**src/hdl/qbdp_pkg.sv**
```systemverilog
// Shared types and constants for the quantized block dot product.
`default_nettype none
package qbdp_pkg;

  // One classified item as it sits in the queue, activations excluded.
  typedef struct packed {
    logic signed [7:0] w_lo;     // weight for act_low
    logic signed [7:0] w_hi;     // weight for act_high (zero in eight-bit mode)
    logic [15:0]       scale;    // raw half-precision block scale
    logic              blk_end;  // item closes a block (block or row end)
    logic              row_end;  // item closes the row
  } item_ctrl_t;

  localparam logic       FMT_Q4 = 1'b0;
  localparam logic       FMT_Q8 = 1'b1;

  localparam logic [7:0] NIBBLE_MASK = 8'h0F;
  localparam logic [7:0] NIBBLE_BIAS = 8'd8;
  localparam int         NIBBLE_BITS = 4;

  localparam int         HALF_MANT_BITS = 10;
  localparam logic [4:0] EXP_INF        = 5'd31;
  localparam logic [4:0] EXP_SUBNORMAL  = 5'd0;
  localparam logic [4:0] EXP_PIVOT      = 5'd17;

endpackage
`default_nettype wire

```
**src/hdl/qbdp_front.sv**
```systemverilog
// Front end: format register, input handshake and weight decode into queue entries.
`default_nettype none
module qbdp_front
  import qbdp_pkg::*;
#(
  parameter int ACT_BITS = 16
) (
  input  wire logic                 clk,
  input  wire logic                 rst,
  input  wire logic                 cfg_write_en,
  input  wire logic                 cfg_write_data,
  input  wire logic                 in_valid,
  output      logic                 in_ready,
  input  wire logic [7:0]           weight_byte,
  input  wire logic [ACT_BITS-1:0]  act_low,
  input  wire logic [ACT_BITS-1:0]  act_high,
  input  wire logic [15:0]          scale_bits,
  input  wire logic                 end_of_block,
  input  wire logic                 end_of_row,
  output      logic                 push_valid,
  input  wire logic                 push_ready,
  output      logic [2*ACT_BITS+$bits(item_ctrl_t)-1:0] push_data
);

  logic       quant_format;
  logic [7:0] lo_nib;
  logic [7:0] hi_nib;
  item_ctrl_t ctrl;

  always_ff @(posedge clk) begin
    if (rst) begin
      quant_format <= FMT_Q4;
    end else if (cfg_write_en) begin
      quant_format <= cfg_write_data;
    end
  end

  assign lo_nib = weight_byte & NIBBLE_MASK;
  assign hi_nib = weight_byte >> NIBBLE_BITS;

  always_comb begin
    ctrl.scale   = scale_bits;
    ctrl.blk_end = end_of_block | end_of_row;
    ctrl.row_end = end_of_row;
    case (quant_format)
      FMT_Q4: begin
        ctrl.w_lo = lo_nib - NIBBLE_BIAS;
        ctrl.w_hi = hi_nib - NIBBLE_BIAS;
      end
      FMT_Q8: begin
        ctrl.w_lo = weight_byte;
        ctrl.w_hi = '0;
      end
      default: begin
        ctrl.w_lo = '0;
        ctrl.w_hi = '0;
      end
    endcase
  end

  assign in_ready   = push_ready;
  assign push_valid = in_valid;
  assign push_data  = {act_high, act_low, ctrl};

endmodule
`default_nettype wire

```
**src/hdl/qbdp_queue.sv**
```systemverilog
// Short register queue between the front end and the accumulate engine.
`default_nettype none
module qbdp_queue #(
  parameter int WIDTH = 66,
  parameter int DEPTH = 4
) (
  input  wire logic             clk,
  input  wire logic             rst,
  input  wire logic             push_valid,
  output      logic             push_ready,
  input  wire logic [WIDTH-1:0] push_data,
  output      logic             pop_valid,
  input  wire logic             pop_ready,
  output      logic [WIDTH-1:0] pop_data
);

  localparam int AW = (DEPTH > 1) ? $clog2(DEPTH) : 1;
  localparam int CW = $clog2(DEPTH + 1);
  localparam logic [AW-1:0] PTR_LAST = AW'(DEPTH - 1);
  localparam logic [CW-1:0] FULL     = CW'(DEPTH);

  logic [WIDTH-1:0] slots [DEPTH];
  logic [AW-1:0]    wr_ptr;
  logic [AW-1:0]    rd_ptr;
  logic [CW-1:0]    count;
  logic             push;
  logic             pop;

  assign push_ready = (count != FULL);
  assign pop_valid  = (count != '0);
  assign push       = push_valid & push_ready;
  assign pop        = pop_valid & pop_ready;
  assign pop_data   = slots[rd_ptr];

  always_ff @(posedge clk) begin
    if (push) begin
      slots[wr_ptr] <= push_data;
    end
  end

  always_ff @(posedge clk) begin
    if (rst) begin
      wr_ptr <= '0;
      rd_ptr <= '0;
      count  <= '0;
    end else begin
      if (push) begin
        wr_ptr <= (wr_ptr == PTR_LAST) ? '0 : wr_ptr + AW'(1);
      end
      if (pop) begin
        rd_ptr <= (rd_ptr == PTR_LAST) ? '0 : rd_ptr + AW'(1);
      end
      case ({push, pop})
        2'b10:   count <= count + CW'(1);
        2'b01:   count <= count - CW'(1);
        default: count <= count;
      endcase
    end
  end

`ifndef SYNTHESIS
  a_count_bound: assert property (@(posedge clk) disable iff (rst) count <= FULL)
    else $error("queue count beyond depth");
  a_push_only: assert property (@(posedge clk) disable iff (rst)
    (push && !pop) |=> count == $past(count) + CW'(1))
    else $error("queue count missed a push");
  a_pop_only: assert property (@(posedge clk) disable iff (rst)
    (pop && !push) |=> count == $past(count) - CW'(1))
    else $error("queue count missed a pop");
`endif

endmodule
`default_nettype wire

```
**src/hdl/qbdp_back.sv**
```systemverilog
// Back end: block multiply-accumulate, fp16 scaling, row accumulation and result register.
`default_nettype none
module qbdp_back
  import qbdp_pkg::*;
#(
  parameter int ACT_BITS = 16
) (
  input  wire logic                 clk,
  input  wire logic                 rst,
  input  wire logic                 pop_valid,
  output      logic                 pop_ready,
  input  wire logic [2*ACT_BITS+$bits(item_ctrl_t)-1:0] pop_data,
  output      logic                 out_valid,
  input  wire logic                 out_ready,
  output      logic signed [63:0]   dot_value,
  output      logic                 saturated,
  output      logic                 bad_scale
);

  localparam int BSUM_BITS = ACT_BITS + 13;
  localparam int PPROD_BITS = ACT_BITS + 8;
  localparam int TERM_BITS = ACT_BITS + 9;
  localparam int SUM_BITS = BSUM_BITS + 1;
  localparam int PROD_BITS = BSUM_BITS + HALF_MANT_BITS + 1;

  localparam logic [1:0] S_ACC   = 2'd0;
  localparam logic [1:0] S_MUL   = 2'd1;
  localparam logic [1:0] S_SHIFT = 2'd2;
  localparam logic [1:0] S_ADD   = 2'd3;

  localparam logic signed [BSUM_BITS-1:0] BSUM_MAX = {1'b0, {(BSUM_BITS-1){1'b1}}};
  localparam logic signed [BSUM_BITS-1:0] BSUM_MIN = {1'b1, {(BSUM_BITS-1){1'b0}}};
  localparam logic signed [63:0] ROW_MAX = {1'b0, {63{1'b1}}};
  localparam logic signed [63:0] ROW_MIN = {1'b1, {63{1'b0}}};

  logic [1:0] state;

  // control and sums
  logic signed [BSUM_BITS-1:0] bsum;
  logic signed [63:0]          row_sum;
  logic                        clip_seen;
  logic                        bad_seen;

  // block-end work registers
  logic [15:0]                 scale_q;
  logic                        row_end_q;
  logic [PROD_BITS-1:0]        prod_q;
  logic                        neg_q;
  logic [4:0]                  exp_q;
  logic signed [63:0]          contrib_q;

  // head item
  item_ctrl_t                  ctrl;
  logic signed [ACT_BITS-1:0]  a_lo;
  logic signed [ACT_BITS-1:0]  a_hi;
  logic signed [7:0]           w_lo;
  logic signed [7:0]           w_hi;
  logic signed [PPROD_BITS-1:0] p_lo;
  logic signed [PPROD_BITS-1:0] p_hi;
  logic signed [TERM_BITS-1:0] term;
  logic signed [SUM_BITS-1:0]  bsum_wide;
  logic                        bsum_ovf;
  logic signed [BSUM_BITS-1:0] bsum_next;

  // scaling
  logic [4:0]                  exp_raw;
  logic [10:0]                 mant;
  logic [BSUM_BITS-1:0]        mag;
  logic [63:0]                 prod_wide;
  logic [4:0]                  rshift;
  logic [63:0]                 scaled;

  // row add
  logic signed [64:0]          row_wide;
  logic                        row_ovf;
  logic signed [63:0]          row_next;
  logic                        out_free;
  logic                        publish;

  assign {a_hi, a_lo, ctrl} = pop_data;
  assign w_lo = ctrl.w_lo;
  assign w_hi = ctrl.w_hi;
  assign pop_ready = (state == S_ACC);
  assign publish = (state == S_ADD) && row_end_q && out_free;

  always_comb begin
    p_lo      = w_lo * a_lo;
    p_hi      = w_hi * a_hi;
    term      = TERM_BITS'(p_lo) + TERM_BITS'(p_hi);
    bsum_wide = SUM_BITS'(bsum) + SUM_BITS'(term);
    bsum_ovf  = bsum_wide[SUM_BITS-1] != bsum_wide[SUM_BITS-2];
    if (!bsum_ovf) begin
      bsum_next = bsum_wide[BSUM_BITS-1:0];
    end else if (bsum_wide[SUM_BITS-1]) begin
      bsum_next = BSUM_MIN;
    end else begin
      bsum_next = BSUM_MAX;
    end
  end

  // scale significand; inf/NaN forces a zero contribution
  always_comb begin
    exp_raw = scale_q[14:10];
    mant    = {exp_raw != EXP_SUBNORMAL, scale_q[9:0]};
    if (exp_raw == EXP_INF) begin
      mant = '0;
    end
    mag = bsum[BSUM_BITS-1] ? (~bsum + BSUM_BITS'(1)) : bsum;
  end

  // shift by exponent - 17; right shifts round the magnitude half up
  always_comb begin
    prod_wide = 64'(prod_q);
    rshift    = EXP_PIVOT - exp_q;
    if (exp_q >= EXP_PIVOT) begin
      scaled = prod_wide << (exp_q - EXP_PIVOT);
    end else begin
      scaled = (prod_wide + (64'd1 << (rshift - 5'd1))) >> rshift;
    end
  end

  always_comb begin
    row_wide = {row_sum[63], row_sum} + {contrib_q[63], contrib_q};
    row_ovf  = row_wide[64] != row_wide[63];
    if (!row_ovf) begin
      row_next = row_wide[63:0];
    end else if (row_wide[64]) begin
      row_next = ROW_MIN;
    end else begin
      row_next = ROW_MAX;
    end
    out_free = !out_valid || out_ready;
  end

  always_ff @(posedge clk) begin
    if (rst) begin
      state     <= S_ACC;
      bsum      <= '0;
      row_sum   <= '0;
      clip_seen <= 1'b0;
      bad_seen  <= 1'b0;
      out_valid <= 1'b0;
    end else begin
      if (publish) begin
        out_valid <= 1'b1;
      end else if (out_ready) begin
        out_valid <= 1'b0;
      end
      case (state)
        S_ACC: begin
          if (pop_valid) begin
            bsum <= bsum_next;
            if (bsum_ovf) begin
              clip_seen <= 1'b1;
            end
            if (ctrl.blk_end) begin
              state <= S_MUL;
            end
          end
        end
        S_MUL: begin
          bsum <= '0;
          if (exp_raw == EXP_INF) begin
            bad_seen <= 1'b1;
          end
          state <= S_SHIFT;
        end
        S_SHIFT: begin
          state <= S_ADD;
        end
        S_ADD: begin
          if (!row_end_q) begin
            row_sum <= row_next;
            if (row_ovf) begin
              clip_seen <= 1'b1;
            end
            state <= S_ACC;
          end else if (out_free) begin
            row_sum   <= '0;
            clip_seen <= 1'b0;
            bad_seen  <= 1'b0;
            state     <= S_ACC;
          end
        end
        default: state <= S_ACC;
      endcase
    end
  end

  // payload registers
  always_ff @(posedge clk) begin
    if (state == S_ACC && pop_valid && ctrl.blk_end) begin
      scale_q   <= ctrl.scale;
      row_end_q <= ctrl.row_end;
    end
    if (state == S_MUL) begin
      prod_q <= PROD_BITS'(mag) * PROD_BITS'(mant);
      neg_q  <= bsum[BSUM_BITS-1] ^ scale_q[15];
      exp_q  <= (exp_raw == EXP_SUBNORMAL) ? 5'd1 : exp_raw;
    end
    if (state == S_SHIFT) begin
      contrib_q <= neg_q ? -signed'(scaled) : signed'(scaled);
    end
    if (publish) begin
      dot_value <= row_next;
      saturated <= clip_seen | row_ovf;
      bad_scale <= bad_seen;
    end
  end

`ifndef SYNTHESIS
  a_block_clear: assert property (@(posedge clk) disable iff (rst)
    (state == S_MUL) |=> bsum == '0)
    else $error("block sum not cleared after scaling");
  a_row_release: assert property (@(posedge clk) disable iff (rst)
    (state == S_ADD && row_end_q && out_free) |=> (out_valid && row_sum == '0))
    else $error("row end did not publish and clear");
  a_out_source: assert property (@(posedge clk) disable iff (rst)
    $rose(out_valid) |-> $past(state) == S_ADD)
    else $error("result raised outside row add");
`endif

endmodule
`default_nettype wire

```
**src/hdl/quant_block_dot_product.sv**
```systemverilog
// Top level of the quantized weight-row dot product engine.
//
// Input channel (in_valid/in_ready): one transaction per weight byte with its
// activations, block scale and block/row end marks. Output channel
// (out_valid/out_ready): one transaction per finished row carrying dot_value
// (Q55.8), saturated and bad_scale.
// quant_format is written through cfg_write_en/cfg_write_data; the user must
// write it only while idle, which the block itself does not enforce:
// 0 selects four-bit blocks (two weights per byte), 1 eight-bit blocks.
// The front end decodes weights and pushes into a QUEUE_DEPTH entry queue;
// the back end drains it. The back end takes items only in its accumulate
// step; a block-ending item then runs through significand multiply,
// exponent shift and saturating row add before the next item is taken.
// At a row end the result register is loaded in the row-add step once it
// is free. If the receiver stalls, the result register holds; a following
// row end waits in the row-add step and the queue fills, then in_ready drops.
// Synchronous reset clears the format to four-bit, empties the queue and
// clears all sums and flags; no clearing pass is needed.
`default_nettype none
module quant_block_dot_product
  import qbdp_pkg::*;
#(
  parameter int ACT_BITS    = 16,
  parameter int QUEUE_DEPTH = 4
) (
  input  wire logic                clk,
  input  wire logic                rst,
  input  wire logic                cfg_write_en,
  input  wire logic                cfg_write_data,
  input  wire logic                in_valid,
  output      logic                in_ready,
  input  wire logic [7:0]          weight_byte,
  input  wire logic [ACT_BITS-1:0] act_low,
  input  wire logic [ACT_BITS-1:0] act_high,
  input  wire logic [15:0]         scale_bits,
  input  wire logic                end_of_block,
  input  wire logic                end_of_row,
  output      logic                out_valid,
  input  wire logic                out_ready,
  output      logic signed [63:0]  dot_value,
  output      logic                saturated,
  output      logic                bad_scale
);

  localparam int ENTRY_BITS = 2*ACT_BITS + $bits(item_ctrl_t);

  logic                  push_valid;
  logic                  push_ready;
  logic [ENTRY_BITS-1:0] push_data;
  logic                  pop_valid;
  logic                  pop_ready;
  logic [ENTRY_BITS-1:0] pop_data;

  // decode and format register
  qbdp_front #(
    .ACT_BITS (ACT_BITS)
  ) u_front (
    .clk            (clk),
    .rst            (rst),
    .cfg_write_en   (cfg_write_en),
    .cfg_write_data (cfg_write_data),
    .in_valid       (in_valid),
    .in_ready       (in_ready),
    .weight_byte    (weight_byte),
    .act_low        (act_low),
    .act_high       (act_high),
    .scale_bits     (scale_bits),
    .end_of_block   (end_of_block),
    .end_of_row     (end_of_row),
    .push_valid     (push_valid),
    .push_ready     (push_ready),
    .push_data      (push_data)
  );

  // decouples the combinational front from the multi-step block-end work
  qbdp_queue #(
    .WIDTH (ENTRY_BITS),
    .DEPTH (QUEUE_DEPTH)
  ) u_queue (
    .clk        (clk),
    .rst        (rst),
    .push_valid (push_valid),
    .push_ready (push_ready),
    .push_data  (push_data),
    .pop_valid  (pop_valid),
    .pop_ready  (pop_ready),
    .pop_data   (pop_data)
  );

  // accumulate, scale and publish
  qbdp_back #(
    .ACT_BITS (ACT_BITS)
  ) u_back (
    .clk       (clk),
    .rst       (rst),
    .pop_valid (pop_valid),
    .pop_ready (pop_ready),
    .pop_data  (pop_data),
    .out_valid (out_valid),
    .out_ready (out_ready),
    .dot_value (dot_value),
    .saturated (saturated),
    .bad_scale (bad_scale)
  );

endmodule
`default_nettype wire
```
**config.mk**
```make
export PLATFORM = sky130hd
export DESIGN_NAME = quant_block_dot_product
export DESIGN_NICKNAME = d
export VERILOG_FILES = /design/src/hdl/qbdp_pkg.sv /design/src/hdl/qbdp_front.sv /design/src/hdl/qbdp_queue.sv /design/src/hdl/qbdp_back.sv /design/src/hdl/quant_block_dot_product.sv
export SDC_FILE = /design/constraint.sdc
export NUM_CORES = 2
export LEC_CHECK = 0
export ABC_AREA = 1
export BUFFER_PORTS_ARGS = -buffer_cell sky130_fd_sc_hd__buf_4
export CORE_MARGIN = 4
export CORE_UTILIZATION = 55
export CTS_CLUSTER_DIAMETER = 200
export DETAILED_ROUTE_END_ITERATION = 7
export GPL_TIMING_DRIVEN = 0
export HOLD_SLACK_MARGIN = 0.15
export PLACE_DENSITY_LB_ADDON = 0.08
export SLEW_MARGIN = 20
export SYNTH_ARGS = -nofsm -noshare
export SYNTH_HDL_FRONTEND = slang
export SYNTH_SLANG_ARGS = --single-unit
```
**constraint.sdc**
```tcl
create_clock -name clk -period 22.7 [get_ports clk]
set_input_delay 2.27 -clock clk [delete_from_list [all_inputs] [get_ports clk]]
set_output_delay 2.27 -clock clk [all_outputs]
set_load 0.01 [all_outputs]
```
==> flow_metrics.env <==
export IMPL_ys_ff_latch=549
export IMPL_ctsResizeCount=0
export IMPL_met1_length_um=78900
export IMPL_rsz0062_at_grt="no"
export IMPL_cts_htree_levels=2
export IMPL_r2r_slack_ns=12.18
export IMPL_drive_gt1_frac=0.0731
export IMPL_crit_path_end="u_back.bsum[21]"
export IMPL_cts_sinks=549
export IMPL_grt_pass1_wl_um=286000
export IMPL_wl_met2_um=84400
export IMPL_crit_path_top_delay_cell="a32oi_1"
export IMPL_io_buffers=130
export IMPL_syn_cell_area_um2=55700
export IMPL_ant_nets=0
export IMPL_chipHeight_um=326
export IMPL_ys_types=67
export IMPL_ctsLongestPathBuffers=3
export IMPL_synth_ff_type="edfxtp_1"
export IMPL_worst_slew_pin_slew_ns=1.15
export IMPL_grt_usage=0.351
export IMPL_clk_latency_ns=0.69
export IMPL_finalCritPeriodShare=0.463
export IMPL_rows=116
export IMPL_grt_overflow=0
export IMPL_place_congestion=1.05
export IMPL_hold_class="register to register"
export IMPL_synth_nets=7916
export IMPL_synth_top_area_cell="edfxtp_1"
export IMPL_drt_total_wl_um=188000
export IMPL_grt_pass1_vias=48000
export IMPL_synth_area_leaders="edfxtp_1 (24%), fa_1 (19%), nand2_1 (11%)"
export IMPL_slew_viol_final=0
export IMPL_wl_per_cell_um=21.8
export IMPL_area_growth_syn_to_layout_pct=9.35
export IMPL_cts_tree="built"
export IMPL_worstPathMaxFanout=10
export IMPL_top_layer="met5"
export IMPL_hold_buffers=0
export IMPL_critPathMostFrequentCell="inv_1"
export IMPL_synth_warnings=0
export IMPL_cp_start_kind="register"
export IMPL_boundaryPins=132
export IMPL_fin_tns_setup_ns=0
export IMPL_required_ns=23.26
export IMPL_drt_initial_drc_count=4971
export IMPL_synthCells=7000
export IMPL_cts_buffers=58
export IMPL_synth_most_common_cell="nand2_1"
export IMPL_slew_headroom=0.229
export IMPL_drt_pass1_iter_count=7
export IMPL_initial_utilization=0.555
export IMPL_ctsRootBufferMaster="clkbuf_16"
export IMPL_multi_input_area_um2=35000
export IMPL_r2r_end="u_back.bsum[21]"
export IMPL_die_area_um2=106000
export IMPL_synth_seq_area_share=0.277
export IMPL_final_nets=8126
export IMPL_end_kind="register"
export IMPL_synth_edf_count=441
export IMPL_antenna_found_initial=4
export IMPL_vias_per_cell=5.70
export IMPL_netlist_area_leader_share=0.238
export IMPL_max_freq_ghz=0.0951
export IMPL_max_cap_violations=0
export IMPL_die_x_um=326
export IMPL_wl_met3_um=14800
export IMPL_clk_pin_slew_ns=0.07
export IMPL_drc=0
export IMPL_rr_worst_depth=32
export IMPL_finalHoldViolations=0
export IMPL_vias=49100
export IMPL_critPathMaxStageDelay_ns=0.84
export IMPL_grt_max_degree=50
export IMPL_layout_min_cycle_time_ns=10.52
export IMPL_coreArea_um2=100000
export IMPL_crit_type="register to register"
export IMPL_dp_hpwl_um=158000
export IMPL_synthArstFlopShare=0
export IMPL_postSynthAreaPerCell_um2=7.96
export IMPL_critPathArrivalTime_ns=11.08
export IMPL_setup_violations=0
export IMPL_cts_setup_buffers=0
export IMPL_fillers=9117
export IMPL_synth_commonest_cells="nand2_1 (1666), inv_1 (1133), nor2_1 (673)"
export IMPL_outcome="finished, final reports clean"
export IMPL_seq_area_um2=15400
export IMPL_skew_ns=0.0630
## kinds of logic after synthesis
logic type | count (synthesis) | synth area share
adder cells (fa/ha/maj) | 852 | 0.264
multiplexers | 41 | 0.00737
AO/OA/AOI/OAI | 946 | 0.0969
XOR/XNOR | 177 | 0.0283
buffers and inverters | 1381 | 0.0963
flip-flops | 549 | 0.277
AND/OR/NAND/NOR | 3054 | 0.231
## stage by stage
stage,hold slack (ns),worst slack (ns),cells,util,cell area (um^2)
finish,0.458,12.18,8619,0.607,60900
detailed placement,0.434,11.55,8504,0.586,58700
CTS,0.450,11.50,8614,0.607,60900
global route,0.457,11.51,8618,0.607,60900
floorplan,0.408,14.60,7000,-,55700
global placement,0.431,11.69,8487,0.582,58400
## registers in the layout, indices dropped and copies added, names as in the netlist, 2 cells and up, named ones only
signal and count:
u_back.row_sum 64, u_queue.slots 248, u_back.state 2, u_back.bsum 29, u_queue.wr_ptr 2, u_back.scale_q 16
u_back.prod_q 40, u_back.contrib_q 64, u_queue.rd_ptr 2, u_queue.count 3, u_back.dot_value 64, u_back.exp_q 5
## how the worst min path moves through the flow
stage / start / endpoint / cells past startpoint
finish: u_back.bad_seen / u_back.bad_scale / 0
CTS: u_back.bad_seen / u_back.bad_scale / 0
global placement: u_back.bad_seen / u_back.bad_scale / 0
floorplan: u_back.bad_seen / u_back.bad_scale / 0
global route: u_back.bad_seen / u_back.bad_scale / 0
detailed placement: u_back.bad_seen / u_back.bad_scale / 0
## layout make-up
type | count | area share
tap | 1357 | 0.0279
clock inverter | 36 | 0.00768
sequential | 549 | 0.253
buffer | 220 | 0.0165
antenna | 2 | 0.0000822
inverter | 1161 | 0.0716
clock buffer | 74 | 0.0274
multi-input combinational | 5070 | 0.575
timing repair buffer | 150 | 0.0211
## cells in the final DEF (no fill, tap or decap), types with 27 or more instances in the layout
master	instances
a21oi_1	366
a31oi_1	49
a32oi_1	35
buf_2	61
buf_4	147
clkbuf_1	133
clkbuf_16	64
dfxtp_1	108
edfxtp_1	441
fa_1	538
ha_1	312
inv_1	1133
mux2i_1	41
nand2_1	1666
nand2_2	40
nand3_1	461
nand4_1	47
nor2_1	664
nor2_2	27
nor3_1	40
o21ai_0	275
o21ai_1	49
o21ai_2	28
o22ai_1	48
xnor2_1	76
xor2_1	99
## routing by layer
| layer | global-route usage | vias to the layer above |
|---|---|---|
| met5 | 0 | - |
| met4 | 0.151 | 6 |
| met3 | 0.0503 | 414 |
| met2 | 0.554 | 2179 |
| met1 | 0.485 | 23700 |
| li1 | - | 22900 |
## worst max-delay path, delay by kind of cell (launching register included)
kind,cells,cell delay [ns]
AO/OA/AOI/OAI,7,2.06
XOR/XNOR,1,0.17
flip-flops,1,0.29
AND/OR/NAND/NOR,5,1.71
buffers and inverters,12,2.59
adder cells (fa/ha/maj),7,3.58
Power is left out: the tool's default activity adds up to more than one toggle a clock period on the data nets, which glitch-free logic cannot reach.
